### src/design/gakf_pkg.sv
// ----------------------------------------------------------------------------
// gakf_pkg: shared types and constants of the gyro angle kalman filter
// Fixed-point format, register indexes and sequencer states.
// ----------------------------------------------------------------------------
package gakf_pkg;

  localparam int unsigned FracBits = 20;
  localparam int unsigned DataW    = 32;
  localparam int unsigned CfgW     = 31;
  localparam int unsigned IdxW     = 2;
  localparam int unsigned DivW     = DataW + FracBits + 1;
  localparam int unsigned DivCntW  = $clog2(DivW + 1);

  localparam logic [IdxW-1:0] RegMeasNoise = 2'd0;
  localparam logic [IdxW-1:0] RegAngNoise  = 2'd1;
  localparam logic [IdxW-1:0] RegBiasNoise = 2'd2;
  localparam logic [IdxW-1:0] RegPeriod    = 2'd3;

  localparam logic [CfgW-1:0] MeasNoiseRst = CfgW'((64'd1 << FracBits) / 2);
  localparam logic [CfgW-1:0] AngNoiseRst  = CfgW'(((64'd1 << FracBits) + 5000) / 10000);
  localparam logic [CfgW-1:0] BiasNoiseRst = CfgW'((3 * (64'd1 << FracBits) + 5000) / 10000);
  localparam logic [CfgW-1:0] PeriodRst    = CfgW'(((64'd1 << FracBits) + 500) / 1000);
  localparam logic signed [DataW-1:0] OneQ = DataW'(64'd1 << FracBits);

  typedef logic signed [DataW-1:0] q_t;

  typedef enum logic [4:0] {
    StIdle, StRate, StD0, StMulA, StAddA, StMulP00, StAddP00, StMulP11,
    StAddP01, StMulQb, StAddP11, StErr, StDivStart, StDiv0, StDiv1Start,
    StDiv1, StMulU00, StMulU01, StMulU10, StMulU11, StMulA2, StMulB2, StDone,
    StOut
  } state_e;

  function automatic q_t sat32(input logic signed [DataW+1:0] v);
    if (v > $signed({3'b000, {(DataW-1){1'b1}}})) return {1'b0, {(DataW-1){1'b1}}};
    if (v < $signed({3'b111, {(DataW-1){1'b0}}})) return {1'b1, {(DataW-1){1'b0}}};
    return v[DataW-1:0];
  endfunction

endpackage

### src/design/gakf_div.sv
// ----------------------------------------------------------------------------
// gakf_div: radix-2 restoring divider
// Gain = (num << FracBits) / den, truncated and saturated; den > 0.
// ----------------------------------------------------------------------------
module gakf_div (
  input  logic                         clk_i,
  input  logic                         rst_ni,
  input  logic                         start_i,
  input  gakf_pkg::q_t                 num_i,
  input  logic [gakf_pkg::DataW:0]     den_i,
  output logic                         done_o,
  output gakf_pkg::q_t                 quo_o
);
  import gakf_pkg::*;
  logic [DivW-1:0]     dvd_q, dvd_d;
  logic [DataW+1:0]    rem_q, rem_d;
  logic [DataW:0]      den_q, den_d;
  logic [DivCntW-1:0]  cnt_q, cnt_d;
  logic                neg_q, neg_d, busy_q, busy_d;
  logic [DataW+1:0]    trial;
  logic [DivW:0]       mag;

  always_comb begin
    dvd_d = dvd_q; rem_d = rem_q; den_d = den_q; cnt_d = cnt_q;
    neg_d = neg_q; busy_d = busy_q;
    trial = {rem_q[DataW:0], dvd_q[DivW-1]} - {1'b0, den_q};
    if (start_i) begin
      neg_d  = num_i[DataW-1];
      dvd_d  = {(num_i[DataW-1] ? DataW'(-num_i) : DataW'(num_i)), FracBits'(0)}
               & {DivW{1'b1}};
      if (num_i == {1'b1, {(DataW-1){1'b0}}}) dvd_d = {1'b1, {(DivW-1){1'b0}}} >> 1;
      rem_d  = '0; den_d = den_i; cnt_d = DivCntW'(DivW); busy_d = 1'b1;
    end else if (busy_q) begin
      if (!trial[DataW+1]) begin
        rem_d = trial; dvd_d = {dvd_q[DivW-2:0], 1'b1};
      end else begin
        rem_d = {rem_q[DataW:0], dvd_q[DivW-1]}; dvd_d = {dvd_q[DivW-2:0], 1'b0};
      end
      cnt_d = cnt_q - 1'b1;
      if (cnt_q == DivCntW'(1)) busy_d = 1'b0;
    end
  end

  always_ff @(posedge clk_i or negedge rst_ni) begin
    if (!rst_ni) begin
      busy_q <= 1'b0; cnt_q <= '0;
    end else begin
      busy_q <= busy_d; cnt_q <= cnt_d;
    end
  end
  always_ff @(posedge clk_i) begin
    dvd_q <= dvd_d; rem_q <= rem_d; den_q <= den_d; neg_q <= neg_d;
  end

  assign done_o = !busy_q;
  assign mag = {1'b0, dvd_q};
  always_comb begin
    if (!neg_q) quo_o = (mag > (DivW+1)'(32'h7fffffff)) ? 32'sh7fffffff : mag[DataW-1:0];
    else        quo_o = (mag > (DivW+1)'(33'h80000000)) ? 32'sh80000000
                                                        : DataW'(-mag[DataW-1:0]);
  end
endmodule

### config.mk
export PLATFORM = sky130hd
export DESIGN_NAME = gakf_div
export DESIGN_NICKNAME = d
export VERILOG_FILES = /design/src/design/gakf_pkg.sv /design/src/design/gakf_div.sv
export SDC_FILE = /design/constraint.sdc
export NUM_CORES = 1
export LEC_CHECK = 0
export CELL_PAD_IN_SITES_DETAIL_PLACEMENT = 1
export CELL_PAD_IN_SITES_GLOBAL_PLACEMENT = 2
export CORE_MARGIN = 2
export CORE_UTILIZATION = 40
export DETAILED_ROUTE_END_ITERATION = 16
export DONT_BUFFER_PORTS = 1
export PLACE_DENSITY_LB_ADDON = 0.1
export SLEW_MARGIN = 5
export SYNTH_ARGS = -nofsm -noshare
export SYNTH_HDL_FRONTEND = slang
export SYNTH_SLANG_ARGS = --single-unit
export TNS_END_PERCENT = 20
### constraint.sdc
create_clock -name clk_i -period 4.8 [get_ports clk_i]
set_clock_uncertainty 0.2 [all_clocks]
set_input_delay 0.96 -clock clk_i [delete_from_list [all_inputs] [get_ports clk_i]]
set_output_delay 0.96 -clock clk_i [all_outputs]
set_load 0.005 [all_outputs]
* Word-level counts from Yosys, hierarchy flattened
Index checks and enable logic that the tools add are counted.
** Storage, ports and cells
- Bits in registers :: 127
- Bits of input ports :: 68
- Output and inout port bits :: 33
- Word-level logic and storage cells :: 30
** Cells by class
- Add/subtract/negate cells :: 4
- Order comparisons :: 2
- Equality and inequality tests :: 2
- Mux-type cells :: 14
- Reduce and logical (&&, ||, !) cells :: 2
** Operator list (count)
- $mux W32 :: 4
- $mux W53 :: 2
- $neg A32 Y32 :: 2
- $gt A53 B31 Y1 const B :: 1
- $gt A53 B32 Y1 const B :: 1
- $mux W52 :: 1
- $sub A34 B33 Y34 :: 1
- $mux W33 :: 1
- $eq A32 B32 Y1 const B :: 1
- $mux W6 :: 2
- $eq A6 B1 Y1 const B :: 1
- $sub A6 B1 Y6 const B :: 1
- $mux W1 :: 4
- $reduce_bool A2 Y1 :: 1
- $logic_not A1 Y1 :: 1

* Depth between registers and ports, before layout
Gate-level depths: netlist of the first run.
- Depth after elaboration :: 4
- Gate-level depth with buffers :: 14
- Gate-level depth less buffers :: 12

* Least setup slack after synthesis of the first run
OpenSTA, ideal clock, no wires.
- Path kind :: reg2out
- Start :: register dvd_q[7]
- End :: output quo_o[31]
- Arrival time :: 2.754 ns
- Required time :: 3.640 ns
- Slack :: 0.886 ns
- Cell stages (with the launch flop) :: 11
- Buffers on the path :: 1
- Cell sequence :: edfxtp_1 -> nor4_4 -> and3_1 -> buf_4 -> nand3_4 -> or4_1 -> or3_1 -> or3_4 -> nor3_2 -> mux2i_1 -> o21a_1
** On the way
- Longest elaborated chain between the ends :: 3
- Elaborated cells between the ends (all ways) :: 6
- Classes of those cells :: add/sub: 1; order compare: 2; mux: 3
** RTL lines
- start, declared :: line gakf_div.sv:15 : logic [DivW-1:0] dvd_q, dvd_d;
- start signal, assigned :: line gakf_div.sv:52 : dvd_q <= dvd_d; rem_q <= rem_d; den_q <= den_d; neg_q <= neg_d;
- $gt A53 B31 Y1, or another cell as far along :: line gakf_div.sv:58 : if (!neg_q) quo_o = (mag > (DivW+1)'(32'h7fffffff)) ? 32'sh7fffffff : mag[DataW-1:0];
- $mux W32, on equally long branches :: line gakf_div.sv:58, gakf_div.sv:59
- $mux W32 * :: line gakf_div.sv:58
- end, declared :: line gakf_div.sv:12 : output gakf_pkg::q_t quo_o
Mark *: on every way between the ends. The rest lies on a longest branch, timed or not.

* Worst setup path after layout of the first run
- Start :: register dvd_q[24]
- End :: output quo_o[7]
** On the way
- Longest elaborated chain between the ends :: 3
- Elaborated cells between the ends (all ways) :: 5
- Classes of those cells :: order compare: 2; mux: 3
** RTL lines (line)
- $gt A53 B31 Y1 / $gt A53 B32 Y1 (equally long branches) :: gakf_div.sv:58, gakf_div.sv:59
- $mux W32, on equally long branches :: gakf_div.sv:58, gakf_div.sv:59
- $mux W32 * :: gakf_div.sv:58
Marks and branches as above.

==> results of run 1 <==
[worst max-delay path: cells and delay by family (launching register included)]
kind | cells | cell delay [ns]
AO/OA/AOI/OAI | 3 | 0.83
flip-flops | 1 | 0.43
AND/OR/NAND/NOR | 6 | 1.60
buffers and inverters | 1 | 0.17
[metrics by stage]
| stage | setup TNS [ns] | instances | total power, mW | cell area (um^2) | util, % |
|---|---|---|---|---|---|
| global route | -0.2579 | 1275 | 5.374 | 9643 | 44.60 |
| global placement | 0 | 1241 | 3.600 | 8986 | 41.56 |
| floorplan | 0 | 1000 | 3.129 | 8747 | - |
| detailed placement | 0 | 1241 | 3.613 | 8986 | 41.56 |
| CTS | 0 | 1273 | 5.028 | 9602 | 44.41 |
| finish | 0 | 1275 | 4.989 | 9643 | 44.60 |
[area by class of cell]
class | instances | area share [%]
Clock buffer | 17 | 4.412
Clock inverter | 15 | 1.972
Inverter | 83 | 3.231
Multi-Input combinational cell | 735 | 49.59
Sequential cell | 127 | 35.76
Tap cell | 280 | 3.633
Timing Repair Buffer | 18 | 1.401
[flip-flops by register name (all words and copies together), names as in the netlist]
| signal | cells |
|---|---|
| busy_q | 1 |
| rem_q | 33 |
| neg_q | 1 |
| den_q | 33 |
| dvd_q | 53 |
| cnt_q | 6 |
[cell usage in the layout, fill, tap and decap left out, types with 15 or more instances in the layout]
cell type,count
nand2_1,93
edfxtp_1,87
a21oi_1,85
inv_1,81
nor2_1,70
o21ai_0,60
xor2_1,48
ha_1,38
dfxtp_1,33
o22ai_1,28
a211oi_1,23
nand4_1,21
nor2b_1,21
nand3_1,20
nor3_1,18
buf_4,18
nand2b_1,17
clkbuf_16,17
xnor2_1,15
[worst paths after layout]
path,startpoint,end,slack (ns),depth (start not counted)
setup / recovery,dvd_q[24],quo_o[7],0.16,10
hold / removal,rst_ni,cnt_q[5],0.03,0
setup reg to reg,den_q[26],rem_q[15],1.21,11
hold reg to reg,rem_q[21],rem_q[21],0.29,2
max in group asynchronous,rst_ni,cnt_q[2],4.30,0
min in group clk_i,rem_q[21],rem_q[21],0.29,2
[layer usage]
metal / track usage [%] / vias to the layer above
met1: 29.70 / 3520
met2: 34.47 / 158
met5: 0 / -
li1: - / 3630
met4: 4.762 / 0
met3: 3.679 / 17
[what timing repair did]
action / in CTS / in global routing
hold buffers: 0 / 0
buffers inserted: 0 / 2
gates resized for setup: 1 / 11
hold endpoints to repair: 0 / 0
setup endpoints to repair: 1 / 9
[kinds of logic (layout without fill, tap and decap cells)]
family	after synthesis	in the layout	synth area share, %
AO/OA/AOI/OAI	296	296	21.59
XOR/XNOR	63	63	6.308
adder cells (fa/ha/maj)	39	39	5.664
buffers and inverters	138	133	6.279
flip-flops	127	127	39.42
multiplexers	14	14	1.631
AND/OR/NAND/NOR	323	323	19.11
[report_power, final]
part	switching [mW]	internal, mW	total (mW)	leakage (nW)
clock	0.516	0.866	1.38	0.296
sequential	0.150	1.37	1.52	1.29
combinational	1.25	0.839	2.09	2.24
==> flow_summary_export.csv, run 1 <==
group,metric,value,unit
worst_setup_path,slowest_stage,"or4_1",
yosys,synth_top_area_share,29.87,%
cells_and_area,diodes,0,
worst_hold_path,hold_class,"in -> async",
worst_setup_path,path_class,"reg -> out",
cts,clockBufferDepth,2,
yosys,yosysTopAreaCell,"edfxtp_1",
worst_setup_path,cp.required,3.64,ns
cts,cts_sinks,127,
yosys,synth_commonest_cells,"nand2_1 (93), edfxtp_1 (87), a21oi_1 (85)",
timing,timing.slew.headroom,32.85,%
worst_setup_path,crit_chain,"or2_1, or4_1, or3_1, nor4_1, nand2_1, a21o_2, o41ai_1, nand2_1, o311ai_2, buf_4",
yosys,yosysSeqAreaShare,39.42,%
route,viasPerCell,5.745,
worst_setup_path,arrival,3.48,ns
yosys,syn_inst,1000,
cts,clk_pin_slew_worst_paths,0.06,ns
grt,grt_max_degree,127,
placement,gp_congestion,0.8015,
route,routed.top_layer,"met4",
route,met2_length,11300,um
yosys,synth_nets,1107,
route,routed_wl,24010,um
timing,rsz0062_at_grt,"true",
worst_setup_path,endpoint_kind,"output port",
power_and_ir_drop,p_leak,3.825,nW
yosys,synth.area.top_cells,"edfxtp_1 (30%), dfxtp_1 (7.6%), ha_1 (5.4%)",
cts,htree_levels,4,
timing,tightest_slew,1.003,ns
yosys,ys.flop_type,"edfxtp_1",
worst_setup_path,cpPeakStageDelay,0.45,ns
floorplan,die_area,23070,um^2
cells_and_area,regArea,3448,um^2
route,drt_pass1_iterations,4,
floorplan,io_pins,101,
grt,grt_overflow_total,0,
worst_setup_path,crit_path_max_fanout,11,
placement,dpl.hpwl,16860,um
grt,grt_pass1_vias,7483,
yosys,syn-cell-area,8747,um^2
grt,antenna_found_initial,0,
worst_setup_path,cp-start-kind,"flip-flop",
timing,setup_ws,0.1592,ns
grt,grt_pass1_wl,40350,um
timing,hold_viol_final,0,
route,drtIter0Drc,368,
cells_and_area,area_growth,10.24,%
floorplan,die_h,151.9,um
route,routedLengthMet1,11510,um
timing,setup_viol,0,
worst_setup_path,critPathMostFrequentCell,"nand2_1",
route,drt_drc_violations_left,0,
placement,io_buffer_count,0,
timing,timing.final.crit_share,96.68,%
yosys,async_reset_ff_share,5.512,%
route,antenna_left,0,
cts,numCtsBuffers,17,
cts,clock_latency,0.43,ns
yosys,syn_avg_cell_area,8.747,um^2
flow_run,cap_violations,0,
cells_and_area,layout-drive-gt1-share,6.734,%
cts,root_buffer,"clkbuf_16",
floorplan,initial_core_util,40.46,%
floorplan,core,21620,um^2
cells_and_area,nNetsFinal,1089,
timing,slew_violations,0,
cells_and_area,n_fill_cell,2537,
power_and_ir_drop,p_per_area,517.4,nW/um^2
floorplan,die_x,151.9,um
yosys,post-synth-top-count-cell,"nand2_1",
route,routed-wl-met3,980,um
timing,period_minus_slack,4.641,ns
yosys,synth_edf_count,87,
cells_and_area,multi_input_area,4782,um^2
yosys,ys_types,71,
timing,holdWs,0.02989,ns
timing,max_freq,215.5,MHz
route,avgRoutedWirePerCell,18.83,um
route,route.vias.total,7325,
power_and_ir_drop,max-vdd-ir-drop,376.9,uV
yosys,yosysWarnings,0,
floorplan,std_cell_rows,54,
cts,cts_tree,"yes",
placement,dp_slack,0.4684,ns
status,status,"finished clean",
grt,track_usage,21.20,%
yosys,ys_ff_latch,127,
Note: power is estimated with default switching activity, not from simulation.
==> run 2: changes to the inputs <==
==> constraint.sdc (replaced) <==
create_clock -name clk_i -period 4.8 [get_ports clk_i]
set_clock_uncertainty 0.2 [all_clocks]
set_input_delay 1.2 -clock clk_i [delete_from_list [all_inputs] [get_ports clk_i]]
set_output_delay 1.2 -clock clk_i [all_outputs]
set_load 0.005 [all_outputs]
==> flow_summary_export.csv, run 2 (synthesized netlist as in run 1, its figures left out) <==
group,metric,value,unit
power_and_ir_drop,p_clk_share,26.3,%
cells_and_area,layout_common_cells,"nand2_1 (91), edfxtp_1 (87), a21oi_1 (84)",
timing,hold_viol_final,0,
timing,slew_violations,0,
power_and_ir_drop,switching_power,1.977,mW
worst_setup_path,path_buf_inv,1,
floorplan,initial_core_util,40.46,%
floorplan,die_h,151.9,um
cells_and_area,nNetsFinal,1100,
cts,root_buffer,"clkbuf_16",
timing,tightest_slew,1.030,ns
cells_and_area,mostFrequentLayoutCell,"nand2_1",
timing,setup_viol,0,
cells_and_area,n_fill_cell,2501,
power_and_ir_drop,sw_frac_of_total,39.73,%
grt,track_usage,21.54,%
cts,numCtsBuffers,17,
cells_and_area,finalNonFillerCells,1286,
timing,max_freq,210.2,MHz
grt,antenna_found_initial,0,
floorplan,std_cell_rows,54,
cells_and_area,fin_util,45.52,%
worst_setup_path,reg2reg_depth,11,
timing,timing.slew.headroom,31.10,%
placement,gp_congestion,0.8166,
flow_run,cap_violations,0,
cells_and_area,diodes,0,
route,drt_drc_violations_left,0,
cells_and_area,area_growth,12.52,%
route,routed_wl,24930,um
worst_setup_path,cp.required,3.40,ns
cts,clk_pin_slew_worst_paths,0.07,ns
route,antenna_left,0,
cells_and_area,regArea,3448,um^2
grt,grt_pass1_wl,40830,um
cts,cts_tree,"yes",
worst_setup_path,cp-start-kind,"flip-flop",
cells_and_area,layout-drive-gt1-share,9.543,%
power_and_ir_drop,p_per_area,505.6,nW/um^2
cells_and_area,reg_top3,"dvd_q (53), den_q (33), rem_q (33)",
worst_setup_path,cp_top_family,"simple AND/OR/NAND/NOR gates",
placement,placed_cell_area,9029,um^2
worst_setup_path,r2r-end,"rem_q[15]",
power_and_ir_drop,combinationalPowerShare,43.0,%
cells_and_area,regMostFlops,"dvd_q",
status,status,"finished clean",
worst_setup_path,r2r_start,"den_q[26]",
power_and_ir_drop,power,4.976,mW
placement,io_buffer_count,0,
route,route.vias.total,7456,
grt,grt_max_degree,127,
cts,clock_latency,0.42,ns
route,drtIter0Drc,382,
timing,tns,0,ns
cts,cts_sinks,127,
grt,grt_overflow_total,0,
cells_and_area,multi_input_area,4891,um^2
floorplan,core,21620,um^2
worst_setup_path,slowest_stage,"or4_1",
worst_setup_path,crit_chain,"or2_1, or4_1, or3_4, nor4_2, nand2_2, a21o_4, o41ai_1, nand2_1, o311ai_2, buf_4",
timing,rsz0062_at_grt,"true",
floorplan,die_x,151.9,um
worst_setup_path,crit_path_max_fanout,11,
power_and_ir_drop,p_leak,3.918,nW
worst_setup_path,cpPeakStageDelay,0.47,ns
power_and_ir_drop,p_int,2.999,mW
route,viasPerCell,5.798,
worst_setup_path,path_class,"reg -> out",
timing,timing.final.crit_share,99.11,%
cells_and_area,design_area,9842,um^2
route,avgRoutedWirePerCell,19.38,um
worst_setup_path,arrival,3.36,ns
placement,place_inst,1245,
route,drt_pass1_iterations,4,
timing,period_minus_slack,4.757,ns
power_and_ir_drop,pwr-share-seq,30.7,%
floorplan,io_pins,101,
placement,dpl.hpwl,17040,um
floorplan,die_area,23070,um^2
worst_setup_path,endpoint_kind,"output port",
cts,clockBufferDepth,2,
cells_and_area,largest_reg_flops,53,
worst_setup_path,regToRegSetupSlack,1.20,ns
worst_hold_path,hold_class,"in -> async",
power_and_ir_drop,max-vdd-ir-drop,304.0,uV
grt,grt_pass1_vias,7762,
cts,htree_levels,4,
-- run 2: changes by cell type in the layout (fill, tap and decap cells not counted), sizes merged --
cell      before  now
inv           85   86
clkbuf        17   18
clkinvlp       1    2
bufinv         4    2
buf           18   28
-- run 2: worst max-delay path by stage --
| stage | startpoint | end | depth (start not counted) |
|---|---|---|---|
| 2_1_floorplan | dvd_q[7] | quo_o[31] | 10 |
| 3_3_place_gp | dvd_q[24] | quo_o[7] | 10 |
| 3_5_place_dp | dvd_q[24] | quo_o[7] | 9 |
| 4_1_cts | dvd_q[24] | quo_o[18] | 10 |
| 5_1_grt | dvd_q[23] | quo_o[7] | 10 |
| 6_report | dvd_q[23] | quo_o[7] | 10 |
-- run 2: metrics by stage --
| step | hold slack [ns] | setup WS (ns) |
|---|---|---|
| 2_1_floorplan | 0.2530 | 0.6463 |
| 3_3_place_gp | 0.2743 | 0.3904 |
| 3_5_place_dp | 0.2838 | 0.3219 |
| 4_1_cts | 0.2436 | -0.06174 |
| 5_1_grt | 0.2423 | -0.1339 |
| 6_report | 0.2651 | 0.04295 |
-- run 2: power groups by stage --
stage | Clock [mW] | Combinational, mW | Sequential [mW]
2_1_floorplan | 0 | 1.64 | 1.49
3_3_place_gp | 0 | 2.08 | 1.54
6_report | 1.31 | 2.14 | 1.53
3_5_place_dp | 0 | 2.10 | 1.55
4_1_cts | 1.34 | 2.13 | 1.53
5_1_grt | 1.37 | 2.41 | 1.56
-- run 2: layer usage --
metal	GRT usage (%)	share of wire, %
met1	28.98	47
met5	0	0
met4	4.673	0.83
met3	3.793	3.4
met2	36.47	48
-- run 2: layout make-up --
| cell class | instances | share of cell area (%) |
|---|---|---|
| Clock inverter | 15 | 1.627 |
| Multi-Input combinational cell | 735 | 49.69 |
| Sequential cell | 127 | 35.04 |
| Clock buffer | 17 | 4.322 |
| Tap cell | 280 | 3.560 |
| Inverter | 83 | 3.166 |
| Timing Repair Buffer | 29 | 2.593 |
-- run 2: timing repair --
item | 4_1_cts | 5_1_grt
pin swaps | 0 | 4
hold endpoints to repair | 0 | 0
setup buffers | 0 | 8
gates resized for setup | 4 | 29
setup endpoints to repair | 7 | 23
hold buffers | 0 | 0
cloned | 0 | 1
==> run 3: changes to the inputs <==
ABC_AREA = 1   (was not set)
CELL_PAD_IN_SITES_DETAIL_PLACEMENT = not set   (was 1)
CELL_PAD_IN_SITES_GLOBAL_PLACEMENT = not set   (was 2)
CORE_UTILIZATION = 41   (was 40)
GPL_TIMING_DRIVEN = 0   (was not set)
PLACE_DENSITY_LB_ADDON = not set   (was 0.1)
==> flow_summary_export.csv, run 3 <==
group,metric,value,unit
status,status,"finished clean",
power_and_ir_drop,p_clk_share,28.9,%
yosys,synth_top_area_share,25.97,%
route,drtIter0Drc,683,
grt,use_met1,31.16,%
worst_setup_path,critPathMostFrequentCell,"nand2_2",
worst_setup_path,arrival,2.65,ns
cells_and_area,regArea,3448,um^2
grt,grt_busiest_layer,"met2",
route,avgRoutedWirePerCell,14.74,um
cells_and_area,mostFrequentLayoutCell,"nand2_1",
timing,hold_viol_final,0,
timing,tns,0,ns
placement,gp_congestion,0.9361,
cells_and_area,finalNonFillerCells,1848,
worst_setup_path,endpoint_kind,"output port",
yosys,yosysSeqAreaShare,34.28,%
cells_and_area,multi_input_area,5358,um^2
power_and_ir_drop,sw_frac_of_total,40.69,%
placement,io_buffer_count,0,
worst_setup_path,r2r_start,"dvd_q[52]",
floorplan,die_x,160.6,um
floorplan,core,24180,um^2
cells_and_area,area_growth,10.16,%
yosys,yosysWarnings,0,
grt,grt_overflow_total,0,
grt,antenna_found_initial,2,
cts,cts_tree,"yes",
floorplan,die_h,160.6,um
yosys,synth.area.top_cells,"edfxtp_1 (26%), nand2_1 (16%), inv_1 (10%)",
yosys,syn_avg_cell_area,6.755,um^2
route,route.vias.total,9143,
timing,setup_viol,0,
yosys,async_reset_ff_share,5.512,%
cts,clock_latency,0.43,ns
worst_setup_path,reg2reg_depth,17,
cts,htree_levels,4,
yosys,ys_ff_latch,127,
yosys,yosysTopAreaCell,"edfxtp_1",
route,drt_pass1_iterations,6,
timing,period_minus_slack,4.050,ns
cts,clk_pin_slew_worst_paths,0.07,ns
cts,hold_buffers,0,
cells_and_area,n_fill_cell,2489,
yosys,ys.flop_type,"edfxtp_1",
grt,grt_max_degree,36,
worst_setup_path,cp.required,3.40,ns
grt,grt_pass1_vias,8625,
power_and_ir_drop,pwr-share-seq,31.3,%
route,routed_wl,27240,um
yosys,post-synth-top-count-cell,"nand2_1",
power_and_ir_drop,max-vdd-ir-drop,284.0,uV
yosys,ys_types,47,
cts,post_cts_buffers,0,
route,antenna_left,0,
worst_hold_path,hold_class,"in -> async",
cells_and_area,regMostFlops,"dvd_q",
worst_setup_path,crit_chain,"inv_2, ha_1, nand2_1, nor2_2, inv_2, nor2_4, nand2_2, nor2_1, nand2_1, nand2_2, nand2_2, clkbuf_1, o21ai_0",
grt,grt_pass1_wl,44920,um
worst_setup_path,cpPeakStageDelay,0.44,ns
route,drt_drc_violations_left,0,
timing,timing.slew.headroom,55.22,%
power_and_ir_drop,p_per_area,415.3,nW/um^2
yosys,syn-cell-area,10060,um^2
power_and_ir_drop,switching_power,1.873,mW
cts,root_buffer,"clkbuf_16",
placement,dp_slack,1.186,ns
placement,dpl.hpwl,21160,um
timing,max_freq,246.9,MHz
worst_setup_path,cp-start-kind,"flip-flop",
worst_setup_path,cp-startpoint,"dvd_q[1]",
power_and_ir_drop,p_leak,5.619,nW
timing,tightest_slew,0.6692,ns
placement,place_inst,1814,
grt,track_usage,21.64,%
power_and_ir_drop,p_int,2.730,mW
yosys,synth_edf_count,87,
worst_setup_path,path_class,"reg -> out",
timing,timing.final.crit_share,84.36,%
cells_and_area,design_area,11080,um^2
yosys,synth_nets,1596,
cells_and_area,layout-drive-gt1-share,7.359,%
grt,grt_use_met3,2.996,%
floorplan,std_cell_rows,57,
worst_setup_path,slowest_stage,"edfxtp_1",
cts,ctsResizeCount,0,
cells_and_area,nNetsFinal,1616,
timing,rsz0062_at_grt,"false",
worst_setup_path,crit_path_max_fanout,10,
yosys,synth_commonest_cells,"nand2_1 (424), inv_1 (270), nand3_1 (134)",
cells_and_area,reg_top3,"dvd_q (53), den_q (33), rem_q (33)",
timing,slew_violations,0,
cts,cts_sinks,127,
cts,numCtsBuffers,17,
placement,placed_cell_area,10480,um^2
grt,use_met2,33.76,%
floorplan,die_area,25800,um^2
cts,clockBufferDepth,2,
floorplan,initial_core_util,41.60,%
cells_and_area,layout_common_cells,"nand2_1 (424), inv_1 (269), nand3_1 (134)",
cells_and_area,largest_reg_flops,53,
route,viasPerCell,4.948,
power_and_ir_drop,combinationalPowerShare,39.8,%
timing,setup_ws,0.7505,ns
flow_run,cap_violations,0,
floorplan,io_pins,101,
yosys,syn_inst,1489,
run 3: stage by stage:
| step | power (mW) | hold slack (ns) | utilization (%) |
|---|---|---|---|
| detailed placement | 3.284 | 0.2637 | 43.36 |
| finish | 4.602 | 0.2613 | 45.83 |
| floorplan | 2.872 | 0.2488 | - |
| global placement | 3.268 | 0.2598 | 43.28 |
| global route | 4.960 | 0.2497 | 45.83 |
| CTS | 4.626 | 0.2516 | 45.81 |
run 3: path summary, 6_finish.rpt:
| path | endpoint | slack (ns) |
|---|---|---|
| setup / recovery | quo_o[12] | 0.75 |
| hold / removal | cnt_q[4] | 0.26 |
| setup reg to reg | rem_q[20] | 2.12 |
| hold reg to reg | rem_q[7] | 0.27 |
| max in group asynchronous | cnt_q[0] | 4.07 |
| min in group clk_i | rem_q[7] | 0.27 |
run 3: area by class of cell:
class,instances,share of cell area [%]
diodes,2,0.04517
plain buffers,40,1.987
clock buffers,17,3.839
clock inverters,15,1.502
inverters,275,9.316
multi-input cells,1047,48.35
flip-flops and latches,127,31.12
well taps,324,3.659
repair buffers,1,0.1807
run 3: logic make-up after synthesis:
kind of cell	after synthesis	share of synthesized area, %
fa+ha+maj	39	4.926
simple gates	802	35.05
compound gates	143	7.799
xor+xnor	63	5.486
flops	127	34.28
buf+inv	315	12.45
run 3: layer usage:
metal,vias to the layer above,routed length [um]
li1,4765,-
met1,4136,13610
met2,211,12030
met3,31,1199
met4,0,393
met5,-,0
run 3: worst max-delay path, delay by kind of cell, from the launching register on:
family                     cells  cell delay [ns]
DFF                            1             0.44
and+or+nand+nor                8             0.81
AOI/OAI and AO/OA              1             0.35
buffers and inverters          3             0.43
adders and majority gates      1             0.17
run 3: power by group through the flow:
stage | Combinational (mW) | Clock (mW) | Sequential (mW)
final | 1.83 | 1.33 | 1.44
after global routing | 2.10 | 1.40 | 1.46
after CTS | 1.83 | 1.35 | 1.44
after detailed placement | 1.82 | 0 | 1.46
after global placement | 1.81 | 0 | 1.46
after floorplan | 1.44 | 0 | 1.44
